==> config.mk <==
export PLATFORM = sky130hd
export DESIGN_NAME = led_display_two_wire_writer
export DESIGN_NICKNAME = d
export VERILOG_FILES = /design/src/rtl/core/ledw_pkg.sv /design/src/rtl/core/ledw_in_reg.sv /design/src/rtl/core/ledw_seq.sv /design/src/rtl/core/ledw_out_reg.sv /design/src/rtl/core/led_display_two_wire_writer.sv
export VERILOG_INCLUDE_DIRS = /design/src /design/src/rtl/core
export SDC_FILE = /design/constraint.sdc
export NUM_CORES = 1
export LEC_CHECK = 0
export ABC_AREA = 0
export BUFFER_PORTS_ARGS = -buffer_cell sky130_fd_sc_hd__buf_2
export CORE_MARGIN = 2
export CORE_UTILIZATION = 30
export CTS_CLUSTER_DIAMETER = 60
export DETAILED_ROUTE_END_ITERATION = 10
export SYNTH_ARGS = -nofsm -noshare
export SYNTH_HDL_FRONTEND = slang
export SYNTH_SLANG_ARGS = --single-unit
==> constraint.sdc <==
create_clock -name clk -period 3.2 [get_ports clk]
set_input_delay 0.16 -clock clk [delete_from_list [all_inputs] [get_ports clk]]
set_output_delay 0.16 -clock clk [all_outputs]
set_load 0.01 [all_outputs]
==> src/rtl/core/led_display_two_wire_writer_macros.svh <==
// Assertion macros for the two-wire LED display writer.
// Depends on nothing; included by the files that carry assertions.
`ifndef LED_DISPLAY_TWO_WIRE_WRITER_MACROS_SVH
`define LED_DISPLAY_TWO_WIRE_WRITER_MACROS_SVH

// Same-cycle implication, checked on clk outside reset.
`define LEDW_ASSERT_NOW(label, cond, prop, msg) \
  label: assert property (@(posedge clk) disable iff (rst) (cond) |-> (prop)) \
    else $error(msg);

// Next-cycle implication, checked on clk outside reset.
`define LEDW_ASSERT_NEXT(label, cond, prop, msg) \
  label: assert property (@(posedge clk) disable iff (rst) (cond) |=> (prop)) \
    else $error(msg);

`endif

==> src/rtl/core/ledw_pkg.sv <==
// Shared types and constants for the two-wire LED display writer.
// Used by every module of the block; depends on nothing.
package ledw_pkg;

  localparam int MAX_DIGITS = 6;
  localparam int IDX_W = $clog2(MAX_DIGITS + 2);

  localparam logic [7:0] CMD_AUTO  = 8'h40;
  localparam logic [7:0] CMD_FIXED = 8'h44;
  localparam logic [7:0] ADDR_BASE = 8'hC0;
  localparam logic [7:0] CTRL_BASE = 8'h88;

  typedef enum logic [1:0] {
    OP_TICK  = 2'd0,
    OP_WRITE = 2'd1,
    OP_FIXED = 2'd2,
    OP_AUTO  = 2'd3
  } op_t;

  typedef struct packed {
    logic [1:0] operation;
    logic [2:0] address;
    logic [7:0] segment_data;
    logic [2:0] byte_count;
  } item_t;

  typedef struct packed {
    logic clk_level;
    logic dio_level;
    logic dio_drive;
    logic busy_res;
    logic rejected;
  } res_t;

endpackage

==> src/rtl/core/ledw_in_reg.sv <==
// Input register of the LED display writer: holds one request.
// Depends on ledw_pkg.
module ledw_in_reg import ledw_pkg::*; (
  input  logic  clk,
  input  logic  rst,
  input  logic  in_valid,
  output logic  in_ready,
  input  item_t in_item,
  input  logic  take,
  output logic  full,
  output item_t item
);

  assign in_ready = !full || take;

  always_ff @(posedge clk) begin
    if (rst) begin
      full <= 1'b0;
    end else if (in_ready) begin
      full <= in_valid;
    end
    if (in_valid && in_ready) begin
      item <= in_item;
    end
  end

endmodule

==> src/rtl/core/ledw_seq.sv <==
// Pin sequencer of the LED display writer: digit buffer, update state and
// one pin action per tick during an update. Depends on ledw_pkg.
module ledw_seq import ledw_pkg::*; (
  input  logic       clk,
  input  logic       rst,
  input  logic       cfg_write,
  input  logic [2:0] cfg_data,
  input  logic       advance,
  input  item_t      item,
  output res_t       res
);

  typedef enum logic [1:0] {PART_START, PART_BYTES, PART_STOP} part_t;
  typedef enum logic [1:0] {FRAME_CMD, FRAME_DATA, FRAME_CTRL} frame_t;

  logic [7:0]       digit_buffer [MAX_DIGITS];
  logic [7:0]       digit_buffer_next [MAX_DIGITS];
  logic [2:0]       brightness;
  logic             clk_reg, clk_reg_next;
  logic             dio_reg, dio_reg_next;
  logic             drive_reg, drive_reg_next;
  logic             busy_reg, busy_reg_next;
  part_t            part, part_next;
  frame_t           frame_no, frame_no_next;
  logic [4:0]       frame_step, frame_step_next;
  logic [1:0]       phase, phase_next;
  logic [IDX_W-1:0] byte_idx, byte_idx_next;
  logic [7:0]       shift_byte, shift_byte_next;
  logic             upd_auto, upd_auto_next;
  logic [2:0]       upd_addr, upd_addr_next;
  logic [7:0]       upd_data, upd_data_next;
  logic [IDX_W-1:0] upd_count, upd_count_next;
  logic [7:0]       frame_byte;
  logic [IDX_W:0]   frame_bytes;
  logic [IDX_W-1:0] buf_idx;
  logic             rej;
  op_t              op;

  assign op = op_t'(item.operation);
  assign buf_idx = byte_idx - IDX_W'(1);

  always_comb begin
    frame_byte = 8'h00;
    case (frame_no)
      FRAME_CMD:  frame_byte = upd_auto ? CMD_AUTO : CMD_FIXED;
      FRAME_CTRL: frame_byte = CTRL_BASE | {5'd0, brightness};
      FRAME_DATA: begin
        if (byte_idx == '0) begin
          frame_byte = ADDR_BASE | (upd_auto ? 8'h00 : {5'd0, upd_addr});
        end else if (!upd_auto) begin
          frame_byte = upd_data;
        end else if (32'(buf_idx) < MAX_DIGITS) begin
          frame_byte = digit_buffer[buf_idx];
        end
      end
      default: frame_byte = 8'h00;
    endcase
    if (frame_no == FRAME_DATA) begin
      frame_bytes = upd_auto ? ((IDX_W+1)'(upd_count) + (IDX_W+1)'(1)) : (IDX_W+1)'(2);
    end else begin
      frame_bytes = (IDX_W+1)'(1);
    end
  end

  always_comb begin
    digit_buffer_next = digit_buffer;
    clk_reg_next      = clk_reg;
    dio_reg_next      = dio_reg;
    drive_reg_next    = drive_reg;
    busy_reg_next     = busy_reg;
    part_next         = part;
    frame_no_next     = frame_no;
    frame_step_next   = frame_step;
    phase_next        = phase;
    byte_idx_next     = byte_idx;
    shift_byte_next   = shift_byte;
    upd_auto_next     = upd_auto;
    upd_addr_next     = upd_addr;
    upd_data_next     = upd_data;
    upd_count_next    = upd_count;
    rej               = 1'b0;
    if (op == OP_TICK) begin
      if (busy_reg) begin
        case (part)
          PART_START: begin
            drive_reg_next  = 1'b1;
            dio_reg_next    = 1'b0;
            part_next       = PART_BYTES;
            byte_idx_next   = '0;
            frame_step_next = '0;
            phase_next      = '0;
          end
          PART_BYTES: begin
            if (frame_step < 5'd24) begin
              case (phase)
                2'd0: begin
                  if (frame_step == '0) begin
                    shift_byte_next = frame_byte;
                  end
                  drive_reg_next = 1'b1;
                  clk_reg_next   = 1'b0;
                end
                2'd1: begin
                  dio_reg_next    = shift_byte[0];
                  shift_byte_next = {1'b0, shift_byte[7:1]};
                end
                default: clk_reg_next = 1'b1;
              endcase
              frame_step_next = frame_step + 5'd1;
              phase_next      = (phase == 2'd2) ? 2'd0 : phase + 2'd1;
            end else if (frame_step == 5'd24) begin
              drive_reg_next  = 1'b0;
              clk_reg_next    = 1'b0;
              frame_step_next = frame_step + 5'd1;
            end else if (frame_step == 5'd25) begin
              clk_reg_next    = 1'b1;
              frame_step_next = frame_step + 5'd1;
            end else begin
              clk_reg_next    = 1'b0;
              frame_step_next = '0;
              phase_next      = '0;
              byte_idx_next   = byte_idx + IDX_W'(1);
              if ((IDX_W+1)'(byte_idx) + (IDX_W+1)'(1) >= frame_bytes) begin
                part_next = PART_STOP;
              end
            end
          end
          default: begin
            if (frame_step == '0) begin
              drive_reg_next  = 1'b1;
              dio_reg_next    = 1'b0;
              frame_step_next = 5'd1;
            end else if (frame_step == 5'd1) begin
              clk_reg_next    = 1'b1;
              frame_step_next = 5'd2;
            end else begin
              dio_reg_next    = 1'b1;
              frame_step_next = '0;
              part_next       = PART_START;
              if (frame_no == FRAME_CTRL) begin
                frame_no_next = FRAME_CMD;
                busy_reg_next = 1'b0;
              end else begin
                frame_no_next = frame_t'(frame_no + 2'd1);
              end
            end
          end
        endcase
      end
    end else if (busy_reg) begin
      rej = 1'b1;
    end else if (op == OP_WRITE) begin
      if (32'(item.address) < MAX_DIGITS) begin
        digit_buffer_next[item.address] = item.segment_data;
      end
    end else begin
      upd_auto_next   = (op == OP_AUTO);
      upd_addr_next   = item.address;
      upd_data_next   = item.segment_data;
      upd_count_next  = (32'(item.byte_count) > MAX_DIGITS) ? IDX_W'(MAX_DIGITS)
                                                           : IDX_W'(item.byte_count);
      frame_no_next   = FRAME_CMD;
      part_next       = PART_START;
      byte_idx_next   = '0;
      frame_step_next = '0;
      phase_next      = '0;
      busy_reg_next   = 1'b1;
    end
  end

  assign res.clk_level = clk_reg_next;
  assign res.dio_level = dio_reg_next;
  assign res.dio_drive = drive_reg_next;
  assign res.busy_res  = busy_reg_next;
  assign res.rejected  = rej;

  always_ff @(posedge clk) begin
    if (rst) begin
      for (int i = 0; i < MAX_DIGITS; i++) begin
        digit_buffer[i] <= 8'h00;
      end
      brightness <= 3'd7;
      clk_reg    <= 1'b1;
      dio_reg    <= 1'b1;
      drive_reg  <= 1'b1;
      busy_reg   <= 1'b0;
      part       <= PART_START;
      frame_no   <= FRAME_CMD;
      frame_step <= '0;
      phase      <= '0;
      byte_idx   <= '0;
      shift_byte <= '0;
      upd_auto   <= 1'b0;
      upd_addr   <= '0;
      upd_data   <= '0;
      upd_count  <= '0;
    end else begin
      if (cfg_write) begin
        brightness <= cfg_data;
      end
      if (advance) begin
        digit_buffer <= digit_buffer_next;
        clk_reg      <= clk_reg_next;
        dio_reg      <= dio_reg_next;
        drive_reg    <= drive_reg_next;
        busy_reg     <= busy_reg_next;
        part         <= part_next;
        frame_no     <= frame_no_next;
        frame_step   <= frame_step_next;
        phase        <= phase_next;
        byte_idx     <= byte_idx_next;
        shift_byte   <= shift_byte_next;
        upd_auto     <= upd_auto_next;
        upd_addr     <= upd_addr_next;
        upd_data     <= upd_data_next;
        upd_count    <= upd_count_next;
      end
    end
  end

endmodule

==> src/rtl/core/ledw_out_reg.sv <==
// Result register of the LED display writer: holds one result until taken.
// Depends on ledw_pkg.
module ledw_out_reg import ledw_pkg::*; (
  input  logic clk,
  input  logic rst,
  input  logic load,
  input  res_t res_in,
  output logic load_ok,
  output logic out_valid,
  input  logic out_ready,
  output res_t res
);

  assign load_ok = !out_valid || out_ready;

  always_ff @(posedge clk) begin
    if (rst) begin
      out_valid <= 1'b0;
    end else if (load_ok) begin
      out_valid <= load;
    end
    if (load && load_ok) begin
      res <= res_in;
    end
  end

endmodule

==> src/rtl/core/led_display_two_wire_writer.sv <==
// Two-wire LED display writer: one pin action or buffer request per result.
// Top level; depends on ledw_pkg, ledw_in_reg, ledw_seq, ledw_out_reg and
// led_display_two_wire_writer_macros.svh.
//
// Requests enter on in_valid/in_ready with operation, address, segment_data
// and byte_count. A tick advances a running update by one pin action; a
// buffer write stores a segment byte; a fixed or auto command starts an
// update. Writes and commands that arrive during an update are flagged
// through rejected and change nothing.
// Each request gives exactly one result on out_valid/out_ready: the clock
// and data line levels, the data drive enable, busy and rejected.
// A request is captured in the input register, and its result is loaded into
// the result register once that register can take it.
// One request is accepted per cycle unless the receiver stalls; the state update
// between the two registers is a single pass of logic.
// While the receiver stalls, the result register holds, the input register
// fills, and in_ready drops until the result is taken. The user writes brightness by
// cfg_write/cfg_data while no request is in flight, unchecked by the block.
// Reset sets both lines high and driven, brightness to 7, clears the digit
// buffer and empties both registers.
`include "led_display_two_wire_writer_macros.svh"
module led_display_two_wire_writer import ledw_pkg::*; (
  input  logic       clk,
  input  logic       rst,
  input  logic       in_valid,
  output logic       in_ready,
  input  logic [1:0] operation,
  input  logic [2:0] address,
  input  logic [7:0] segment_data,
  input  logic [2:0] byte_count,
  output logic       out_valid,
  input  logic       out_ready,
  output logic       clk_level,
  output logic       dio_level,
  output logic       dio_drive,
  output logic       busy_res,
  output logic       rejected,
  input  logic       cfg_write,
  input  logic [2:0] cfg_data
);

  item_t in_item;
  item_t item;
  res_t  step_res;
  res_t  res;
  logic  full;
  logic  load_ok;
  logic  advance;

  assign in_item.operation    = operation;
  assign in_item.address      = address;
  assign in_item.segment_data = segment_data;
  assign in_item.byte_count   = byte_count;
  assign advance              = full && load_ok;

  ledw_in_reg u_in_reg (
    .clk      (clk),
    .rst      (rst),
    .in_valid (in_valid),
    .in_ready (in_ready),
    .in_item  (in_item),
    .take     (advance),
    .full     (full),
    .item     (item)
  );

  ledw_seq u_seq (
    .clk       (clk),
    .rst       (rst),
    .cfg_write (cfg_write),
    .cfg_data  (cfg_data),
    .advance   (advance),
    .item      (item),
    .res       (step_res)
  );

  ledw_out_reg u_out_reg (
    .clk       (clk),
    .rst       (rst),
    .load      (full),
    .res_in    (step_res),
    .load_ok   (load_ok),
    .out_valid (out_valid),
    .out_ready (out_ready),
    .res       (res)
  );

  assign clk_level = res.clk_level;
  assign dio_level = res.dio_level;
  assign dio_drive = res.dio_drive;
  assign busy_res  = res.busy_res;
  assign rejected  = res.rejected;

  // A rejected request can only come while an update runs.
  `LEDW_ASSERT_NOW(a_rej_busy, out_valid && rejected, busy_res, "rejected while idle")
  // The data line is released only inside an update.
  `LEDW_ASSERT_NOW(a_release_busy, out_valid && !dio_drive, busy_res, "released while idle")
  // Idle lines rest high and driven.
  `LEDW_ASSERT_NOW(a_idle_lines, out_valid && !busy_res,
                   clk_level && dio_level && dio_drive, "idle lines not high")
  // A stalled full input register moves no request forward.
  `LEDW_ASSERT_NEXT(a_stall_hold, full && out_valid && !out_ready, full, "request lost in stall")

endmodule

==> results of run 1 <==
==> metrics by stage <==
step	instances	utilization, %	cell area [sq um]	hold slack, ns
finish	865	37.0	6640	0.0391
global route	865	37.0	6640	0.0582
CTS	865	37.0	6640	0.0205
detailed placement	813	32.6	5850	0.338
global placement	813	32.6	5850	0.336
floorplan	577	-	5490	0.259
==> placed cells by master (no fill, tap or decap), drive strengths merged, types with 7 or more instances in the layout <==
cell | Yosys | layout
a21oi | 47 | 47
buf | 9 | 40
clkbuf | 24 | 20
dfxtp | 94 | 94
dlygate4sd3 | 0 | 20
edfxtp | 21 | 21
ha | 13 | 13
inv | 15 | 20
mux2i | 57 | 57
nand2 | 63 | 63
nand2b | 8 | 8
nand3 | 14 | 14
nor2 | 60 | 60
nor2b | 8 | 8
nor3 | 9 | 9
o211ai | 7 | 7
o21ai | 33 | 33
o31ai | 8 | 8
==> routing by layer <==
metal / share of wire, % / track usage [%] / up-vias
met4: 1.8 / 5.53 / 0
li1: - / - / 2180
met3: 4.7 / 3.68 / 15
met1: 48 / 19.6 / 2089
met5: 0 / 0 / -
met2: 46 / 22.0 / 101
==> cells by family (layout without fill, tap and decap cells) <==
logic type / count (synthesis) / after routing / share of synthesized area (%)
multiplexers: 65 / 65 / 13.1
XOR/XNOR: 4 / 4 / 0.639
AO/OA/AOI/OAI: 136 / 136 / 15.6
flip-flops: 115 / 115 / 45.8
adder cells (fa/ha/maj): 13 / 13 / 2.97
AND/OR/NAND/NOR: 196 / 196 / 18.2
buffers and inverters: 48 / 107 / 3.70
==> critical path: stages, from the launching register on <==
cell and delay, ns:
edfxtp_1 0.56, or2_1 0.35, ha_1 0.35, or4_4 0.58
or4_1 0.52, a21oi_1 0.15
==> timing repair <==
action | CTS | global route
hold buffers | 20 | 0
endpoints found under the setup margin | 0 | 0
hold endpoints to repair | 20 | 0
==> layout make-up <==
cell class                 count  area (sq um)  share of cell area [%]
clock inverter                12           119                    1.79
timing repair buffer          60           425                    6.41
inverter                      15          56.3                   0.848
clock buffer                  20           468                    7.05
tap                          229           287                    4.32
sequential                   115          2510                    37.9
multi-input combinational    414          2770                    41.7
==> power breakdown <==
group	internal, mW	switching [mW]
Combinational	0.0670	0.100
Sequential	1.51	0.0331
Clock	1.15	0.731
==> worst min-delay path by stage <==
stage / startpoint / to / slack [ns] / depth (start not counted)
floorplan: byte_count[0] / u_in_reg.item[0] / 0.26 / 0
global placement: segment_data[1] / u_in_reg.item[4] / 0.34 / 1
detailed placement: segment_data[2] / u_in_reg.item[5] / 0.34 / 1
CTS: cfg_write / u_seq.brightness[1] / 0.02 / 3
global route: cfg_write / u_seq.brightness[0] / 0.06 / 3
finish: cfg_write / u_seq.brightness[2] / 0.04 / 3
==> impl_metrics.yaml, run 1 <==
run_status:
  status: "finished clean"
worst_setup_path:
  critPathArrivalTime_ns: 2.91
  crit_required_ns: 3.54
  start_kind: "flip-flop"
  ff2ff_setup_slack_ns: 0.63
  r2r_cells: 5
  cp_max_fo: 10
  r2r_start: "u_in_reg.item[15]"
  end_kind: "flip-flop"
  r2r-end: "u_seq.frame_step[3]"
  criticalPathCategory: "flip-flop to flip-flop"
  cp-endpoint: "u_seq.frame_step[3]"
  startpoint: "u_in_reg.item[15]"
floorplanning:
  ioPinCount: 31
  die_w_microns: 139
  die_y_microns: 139
  die_area_sq_mm: 0.0194
  std_cell_rows: 49
  core-area_sq_mm: 0.0180
  start_util_pct: 30.5
sta:
  slew-limit-headroom_pct: 43.7
  rsz0062_at_grt: "false"
  fin_crit_sh_pct: 80.4
  hold_violations: 0
  finalSetupViolCount: 0
  fin_ws_ns: 0.626
  setup_tns_ns: 0
  tightestPinTransition_ns: 0.838
  max_freq_mhz: 389
  clock_skew_ns: 0.0119
  finalMaxSlewViolations: 0
  fin_crit_ns: 2.57
placed_design:
  gp_congestion: 0.883
  io_buffers: 30
  dpl.hpwl_microns: 9090
  dp_slack_ns: 0.668
synth:
  synth.most_common_cell: "dfxtp_1"
  netlist.area_leader.share_pct: 34.3
  ys_warn_count: 0
  synth_area_per_cell_sq_um: 9.51
  synth_edf_count: 21
  synth_flop_cell: "dfxtp_1"
  synth.area.top_cells: "dfxtp_1, edfxtp_1, mux2i_1, a21oi_1, nand2_1"
  synthArstFlopShare_pct: 0
  syn-cell-area_sq_mm: 0.00549
  synth_top_area_cell: "dfxtp_1"
  syn_inst: 577
  yosys-top-cells-count: "dfxtp_1, nand2_1, nor2_1"
  syn_nets: 614
  ys_seq_area_share_pct: 45.8
  ys_ff_latch: 115
  ys_types: 66
routing:
  drt_iter0_drc: 328
  drc: 0
  avgRoutedWirePerCell_microns: 15.7
  ant_nets: 0
  firstDrtPassIters: 4
  vias: 4385
  viasPerCell: 5.07
  finalWirelength_microns: 13600
final_layout:
  largest_register_ffs: 48
  drive_above_1_share_pct: 14.5
  regMostFlops: "u_seq.digit_buffer"
  n_antenna_cell: 0
  reg_top3: "u_seq.digit_buffer (48), u_in_reg.item (16)"
  fill_cells: 1819
  num-nets-final: 660
  area_growth_syn_to_layout_pct: 21.0
min_path:
  hold_class: "primary input to flip-flop"
global_route:
  antenna_found_initial: 0
  grt_max_degree: 64
  grt_pass1_wl_microns: 22200
  grtUsageTotal_pct: 14.4
  grt_pass1_vias: 4150
  grt_overflow_total: 0
clocking:
  insertion_delay_ns: 0.42
  clockBufferDepth: 2
  cts_sinks: 115
  cts_htree_levels: 4
  cts_resized: 0
  numCtsBuffers: 17
  path_clk_slew_ns: 0.06
  cts_tree: "yes"
  post_cts.repair.setup_buffers: 0
  cts_root_buffer: "clkbuf_16"
power:
  powerDensity_mw_per_mm2: 540
  ir_drop_v: 0.000506
  p_leak_nw: 2.50
  total_power_mw: 3.59
job:
  maxCapViolCount: 0
Note: power is estimated with default switching activity, not from simulation.
==> inputs of run 2 (changes only) <==
clock period = 2.3 ns   (was 3.2 ns; I/O delays follow)
==> run 2 against run 1 <==
Net effect:
- sequential share of layout area decreased by 1.0 points
- hold slack better by 0.029 ns
- via count is 1.6% higher
- core utilization increased by 1.0 points
==> impl_metrics.yaml, run 2 (synthesized netlist as in run 1, its figures left out) <==
routing:
  avgRoutedWirePerCell_microns: 15.3
  drc: 0
  vias: 4457
  ant_nets: 0
  drt_iter0_drc: 216
  finalWirelength_microns: 13600
  viasPerCell: 5.03
  firstDrtPassIters: 5
global_route:
  grt_max_degree: 60
  grt_pass1_wl_microns: 22100
  grt_pass1_vias: 4158
  grtUsageTotal_pct: 14.5
  grt_overflow_total: 0
  antenna_found_initial: 0
placed_design:
  dpl.hpwl_microns: 9380
  dp.cells: 831
  gp_congestion: 0.800
  io_buffers: 30
run_status:
  status: "finished clean"
final_layout:
  num-nets-final: 681
  area_growth_syn_to_layout_pct: 24.3
  multi_input_area_sq_mm: 0.00279
  layout_common_cells: "dfxtp_1, nand2_1, nor2_1"
  fin_cells: 886
  mostFrequentLayoutCell: "dfxtp_1"
  largest_register_ffs: 48
  fill_cells: 1806
  n_antenna_cell: 0
  drive_above_1_share_pct: 17.0
  regMostFlops: "u_seq.digit_buffer"
  reg_top3: "u_seq.digit_buffer (48), u_in_reg.item (16)"
  seqCellArea_sq_mm: 0.00251
min_path:
  hold_class: "primary input to flip-flop"
worst_setup_path:
  critPathArrivalTime_ns: 2.45
  cp_max_fo: 2
  criticalPathCategory: "flip-flop to flip-flop"
  ff2ff_setup_slack_ns: 0.18
  start_kind: "flip-flop"
  end_kind: "flip-flop"
  crit_required_ns: 2.63
floorplanning:
  die_y_microns: 139
  core-area_sq_mm: 0.0180
  ioPinCount: 31
  die_area_sq_mm: 0.0194
  die_w_microns: 139
  start_util_pct: 30.5
  std_cell_rows: 49
clocking:
  insertion_delay_ns: 0.42
  cts_htree_levels: 4
  cts_sinks: 115
  clockBufferDepth: 2
  cts_tree: "yes"
  path_clk_slew_ns: 0.06
  cts_root_buffer: "clkbuf_16"
  numCtsBuffers: 17
sta:
  finalMaxSlewViolations: 0
  finalSetupViolCount: 0
  tightestPinTransition_ns: 1.03
  fin_crit_ns: 2.12
  fin_crit_sh_pct: 92.4
  clock_skew_ns: 0.0101
  rsz0062_at_grt: "false"
  slew-limit-headroom_pct: 31.1
  hold_violations: 0
  max_freq_mhz: 471
job:
  maxCapViolCount: 0
power:
  powerDensity_mw_per_mm2: 725
  p_leak_nw: 2.60
  ir_drop_v: 0.000459
  total_power_mw: 4.95
run 2: where the power goes:
| group | switching, mW | internal (mW) |
|---|---|---|
| combinational | 0.150 | 0.113 |
| clock | 1.04 | 1.51 |
| sequential | 0.0398 | 2.10 |
| total | 1.23 | 3.72 |
run 2: worst paths after layout:
path / startpoint / cells past startpoint / to
min: rst / 2 / u_seq.dio_reg
min reg2reg: u_seq.upd_addr[1] / 2 / u_seq.upd_addr[1]
max reg2reg: u_seq.frame_no[0] / 8 / u_seq.part[1]
max: u_seq.frame_no[0] / 8 / u_seq.part[1]
run 2: worst max-delay path, stage by stage, from the launching register on:
cell and delay [ns]:
dfxtp_1 0.31, nor2b_1 0.24, o21ai_0 0.13, ha_1 0.30, nand2b_1 0.15, a211oi_1 0.25, o2111ai_1 0.19, a311o_1 0.40
o31ai_1 0.06
run 2: through the flow:
step	util (%)	hold WS (ns)	setup TNS, ns	worst slack [ns]	cell area, sq um
floorplan	-	0.214	-0.0385	-0.0385	5520
global placement	33.5	0.291	0	0.193	6010
detailed placement	33.5	0.293	0	0.143	6010
CTS	37.9	0.0544	0	0.127	6810
global route	38.0	0.0749	0	0.000374	6820
finish	38.0	0.0678	0	0.176	6820
run 2: repair_timing:
action / in CTS / in global routing
endpoints found under the setup margin: 0 / 1
gates resized for setup: 0 / 1
buffers inserted: 0 / 0
hold endpoints to repair: 20 / 0
hold buffers: 23 / 0
run 2: routing by layer:
layer | vias to the layer above | part of all wire [%] | track usage [%]
met1 | 2106 | 49 | 20.1
met5 | - | 0 | 0
met3 | 22 | 4.0 | 3.41
met4 | 0 | 1.9 | 5.74
li1 | 2228 | - | -
met2 | 101 | 45 | 21.9
run 2: area by class of cell:
cell class	instances	share of cell area, %
inverters	15	0.826
clock buffers	17	6.24
repair buffers	81	8.90
flip-flops and latches	115	36.9
multi-input cells	414	40.9
clock inverters	15	2.11
well taps	229	4.20
==> inputs of run 3 (changes only) <==
==> constraint.sdc (replaced) <==
create_clock -name clk -period 2.7 [get_ports clk]
set_input_delay 0.405 -clock clk [delete_from_list [all_inputs] [get_ports clk]]
set_output_delay 0.405 -clock clk [all_outputs]
set_load 0.01 [all_outputs]
==> run 3 against run 2 <==
Net effect:
- sequential share of layout area is 1.5 points higher
- register-to-register slack better by 0.18 ns
- core utilization is 1.5 points lower
- die area stayed put
- first-iteration DRC count is 20% higher
- design area is 4.0% lower
- wire length is 0.49% higher
- combinational power is 28% lower
- sequential power is 15% lower
- largest cell class unchanged
- highest routed layer unchanged
==> impl_metrics.yaml, run 3 (synthesized netlist as in run 1, its figures left out) <==
run_status:
  status: "finished clean"
final_layout:
  num-nets-final: 650
  largest_register_ffs: 48
  regMostFlops: "u_seq.digit_buffer"
  layout_common_cells: "dfxtp_1, nand2_1, nor2_1"
  reg_top3: "u_seq.digit_buffer (48), u_in_reg.item (16)"
  area_growth_syn_to_layout_pct: 19.3
  drive_above_1_share_pct: 16.1
  n_antenna_cell: 0
  mostFrequentLayoutCell: "dfxtp_1"
  fin_cells: 855
  multi_input_area_sq_mm: 0.00277
  seqCellArea_sq_mm: 0.00251
  final_area_sq_mm: 0.00654
  fill_cells: 1841
worst_setup_path:
  path_cells: "or2_1, ha_1, or4_4, or4_1, a21oi_1"
  path_buf_inv: 0
  critPathTopFamily: "simple AND/OR/NAND/NOR gates"
  ff2ff_setup_slack_ns: 0.36
  critPathArrivalTime_ns: 2.69
  crit_slowest_cell: "or4_4"
  startpoint: "u_in_reg.item[14]"
  criticalPathCategory: "flip-flop to flip-flop"
  r2r_start: "u_in_reg.item[14]"
  start_kind: "flip-flop"
  cp_max_fo: 8
  cpPeakStageDelay_ns: 0.59
  path_depth: 5
  r2r_cells: 5
  end_kind: "flip-flop"
  crit_required_ns: 3.05
  r2r-end: "u_seq.frame_step[3]"
floorplanning:
  std_cell_rows: 49
  ioPinCount: 31
  start_util_pct: 30.5
  die_y_microns: 139
  die_area_sq_mm: 0.0194
  die_w_microns: 139
  core-area_sq_mm: 0.0180
routing:
  vias: 4322
  finalWirelength_microns: 13600
  avgRoutedWirePerCell_microns: 16.0
  drt_iter0_drc: 259
  firstDrtPassIters: 6
  drc: 0
  ant_nets: 0
  viasPerCell: 5.05
power:
  net-switching-power_mw: 1.01
  pwr-share-clk_pct: 53.5
  p_int_mw: 3.31
  ir_drop_v: 0.000504
  powerDensity_mw_per_mm2: 660
  p_comb_share_pct: 4.4
  p_leak_nw: 2.48
  p_sw_share_pct: 23.3
  p_seq_share_pct: 42.1
sta:
  clock_skew_ns: 0.0125
  finalMaxSlewViolations: 0
  tightestPinTransition_ns: 1.10
  finalSetupViolCount: 0
  slew-limit-headroom_pct: 26.7
  hold_violations: 0
  fin_crit_sh_pct: 86.8
  rsz0062_at_grt: "false"
  max_freq_mhz: 427
  fin_crit_ns: 2.34
  fin_ws_ns: 0.356
  setup_tns_ns: 0
  hold_ws_ns: 0.154
placed_design:
  gp_congestion: 0.829
  dp_slack_ns: 0.367
  dpl.hpwl_microns: 9210
  place_area_sq_mm: 0.00594
  io_buffers: 30
  dp.cells: 823
min_path:
  holdPathStages: 1
  holdCritStartpoint: "segment_data[7]"
  hold_class: "primary input to flip-flop"
  hold_path_end: "u_in_reg.item[10]"
clocking:
  cts_htree_levels: 4
  numCtsBuffers: 17
  holdBufCountCts: 0
  clockBufferDepth: 2
  cts_sinks: 115
  cts_root_buffer: "clkbuf_16"
  path_clk_slew_ns: 0.06
  cts_tree: "yes"
  cts_resized: 0
  insertion_delay_ns: 0.42
  post_cts.repair.setup_buffers: 0
global_route:
  grt_pass1_vias: 4246
  grt_overflow_total: 0
  grt_max_degree: 58
  antenna_found_initial: 0
  grtUsageTotal_pct: 14.8
  grt_pass1_wl_microns: 23000
job:
  maxCapViolCount: 0
==> run 3: area by class of cell <==
| cell class | instances | area share [%] |
|---|---|---|
| Multi-Input combinational cell | 414 | 42.3 |
| Clock buffer | 18 | 6.56 |
| Inverter | 15 | 0.860 |
| Timing Repair Buffer | 50 | 4.78 |
| Sequential cell | 115 | 38.4 |
| Clock inverter | 14 | 2.70 |
| Tap cell | 229 | 4.38 |
==> run 3: metrics by stage <==
| stage | total power [mW] | utilization (%) |
|---|---|---|
| 2_1_floorplan | 1.97 | - |
| 3_3_place_gp | 2.04 | 33.1 |
| 3_5_place_dp | 2.05 | 33.1 |
| 4_1_cts | 4.36 | 36.4 |
| 5_1_grt | 4.47 | 36.4 |
| 6_report | 4.32 | 36.4 |
==> run 3: how the worst max path moves through the flow <==
stage | endpoint | slack, ns
floorplan | u_seq.frame_step[3] | 0.21
global placement | u_seq.frame_step[3] | 0.40
detailed placement | u_seq.frame_step[3] | 0.37
CTS | u_seq.frame_step[3] | 0.35
global route | u_seq.part[1] | 0.20
finish | u_seq.frame_step[3] | 0.36
==> run 3: per-layer routing <==
layer | vias to the layer above | GRT usage, % | share of wire, %
met1 | 2037 | 19.9 | 48
li1 | 2155 | - | -
met3 | 21 | 3.51 | 4.8
met5 | - | 0 | 0
met4 | 0 | 5.64 | 1.8
met2 | 109 | 23.3 | 45
==> run 3: power groups by stage <==
stage | sequential, mW | combinational, mW | clock [mW]
after floorplan | 1.85 | 0.122 | 0
after global placement | 1.86 | 0.189 | 0
after detailed placement | 1.86 | 0.188 | 0
after CTS | 1.82 | 0.190 | 2.36
after global routing | 1.83 | 0.208 | 2.44
final | 1.82 | 0.189 | 2.31
==> run 3: worst reg2reg max path, cell delays in order (launching register included) <==
cell and delay [ns]:
edfxtp_1 0.37, or2_1 0.31, ha_1 0.35, or4_4 0.59
or4_1 0.52, a21oi_1 0.14
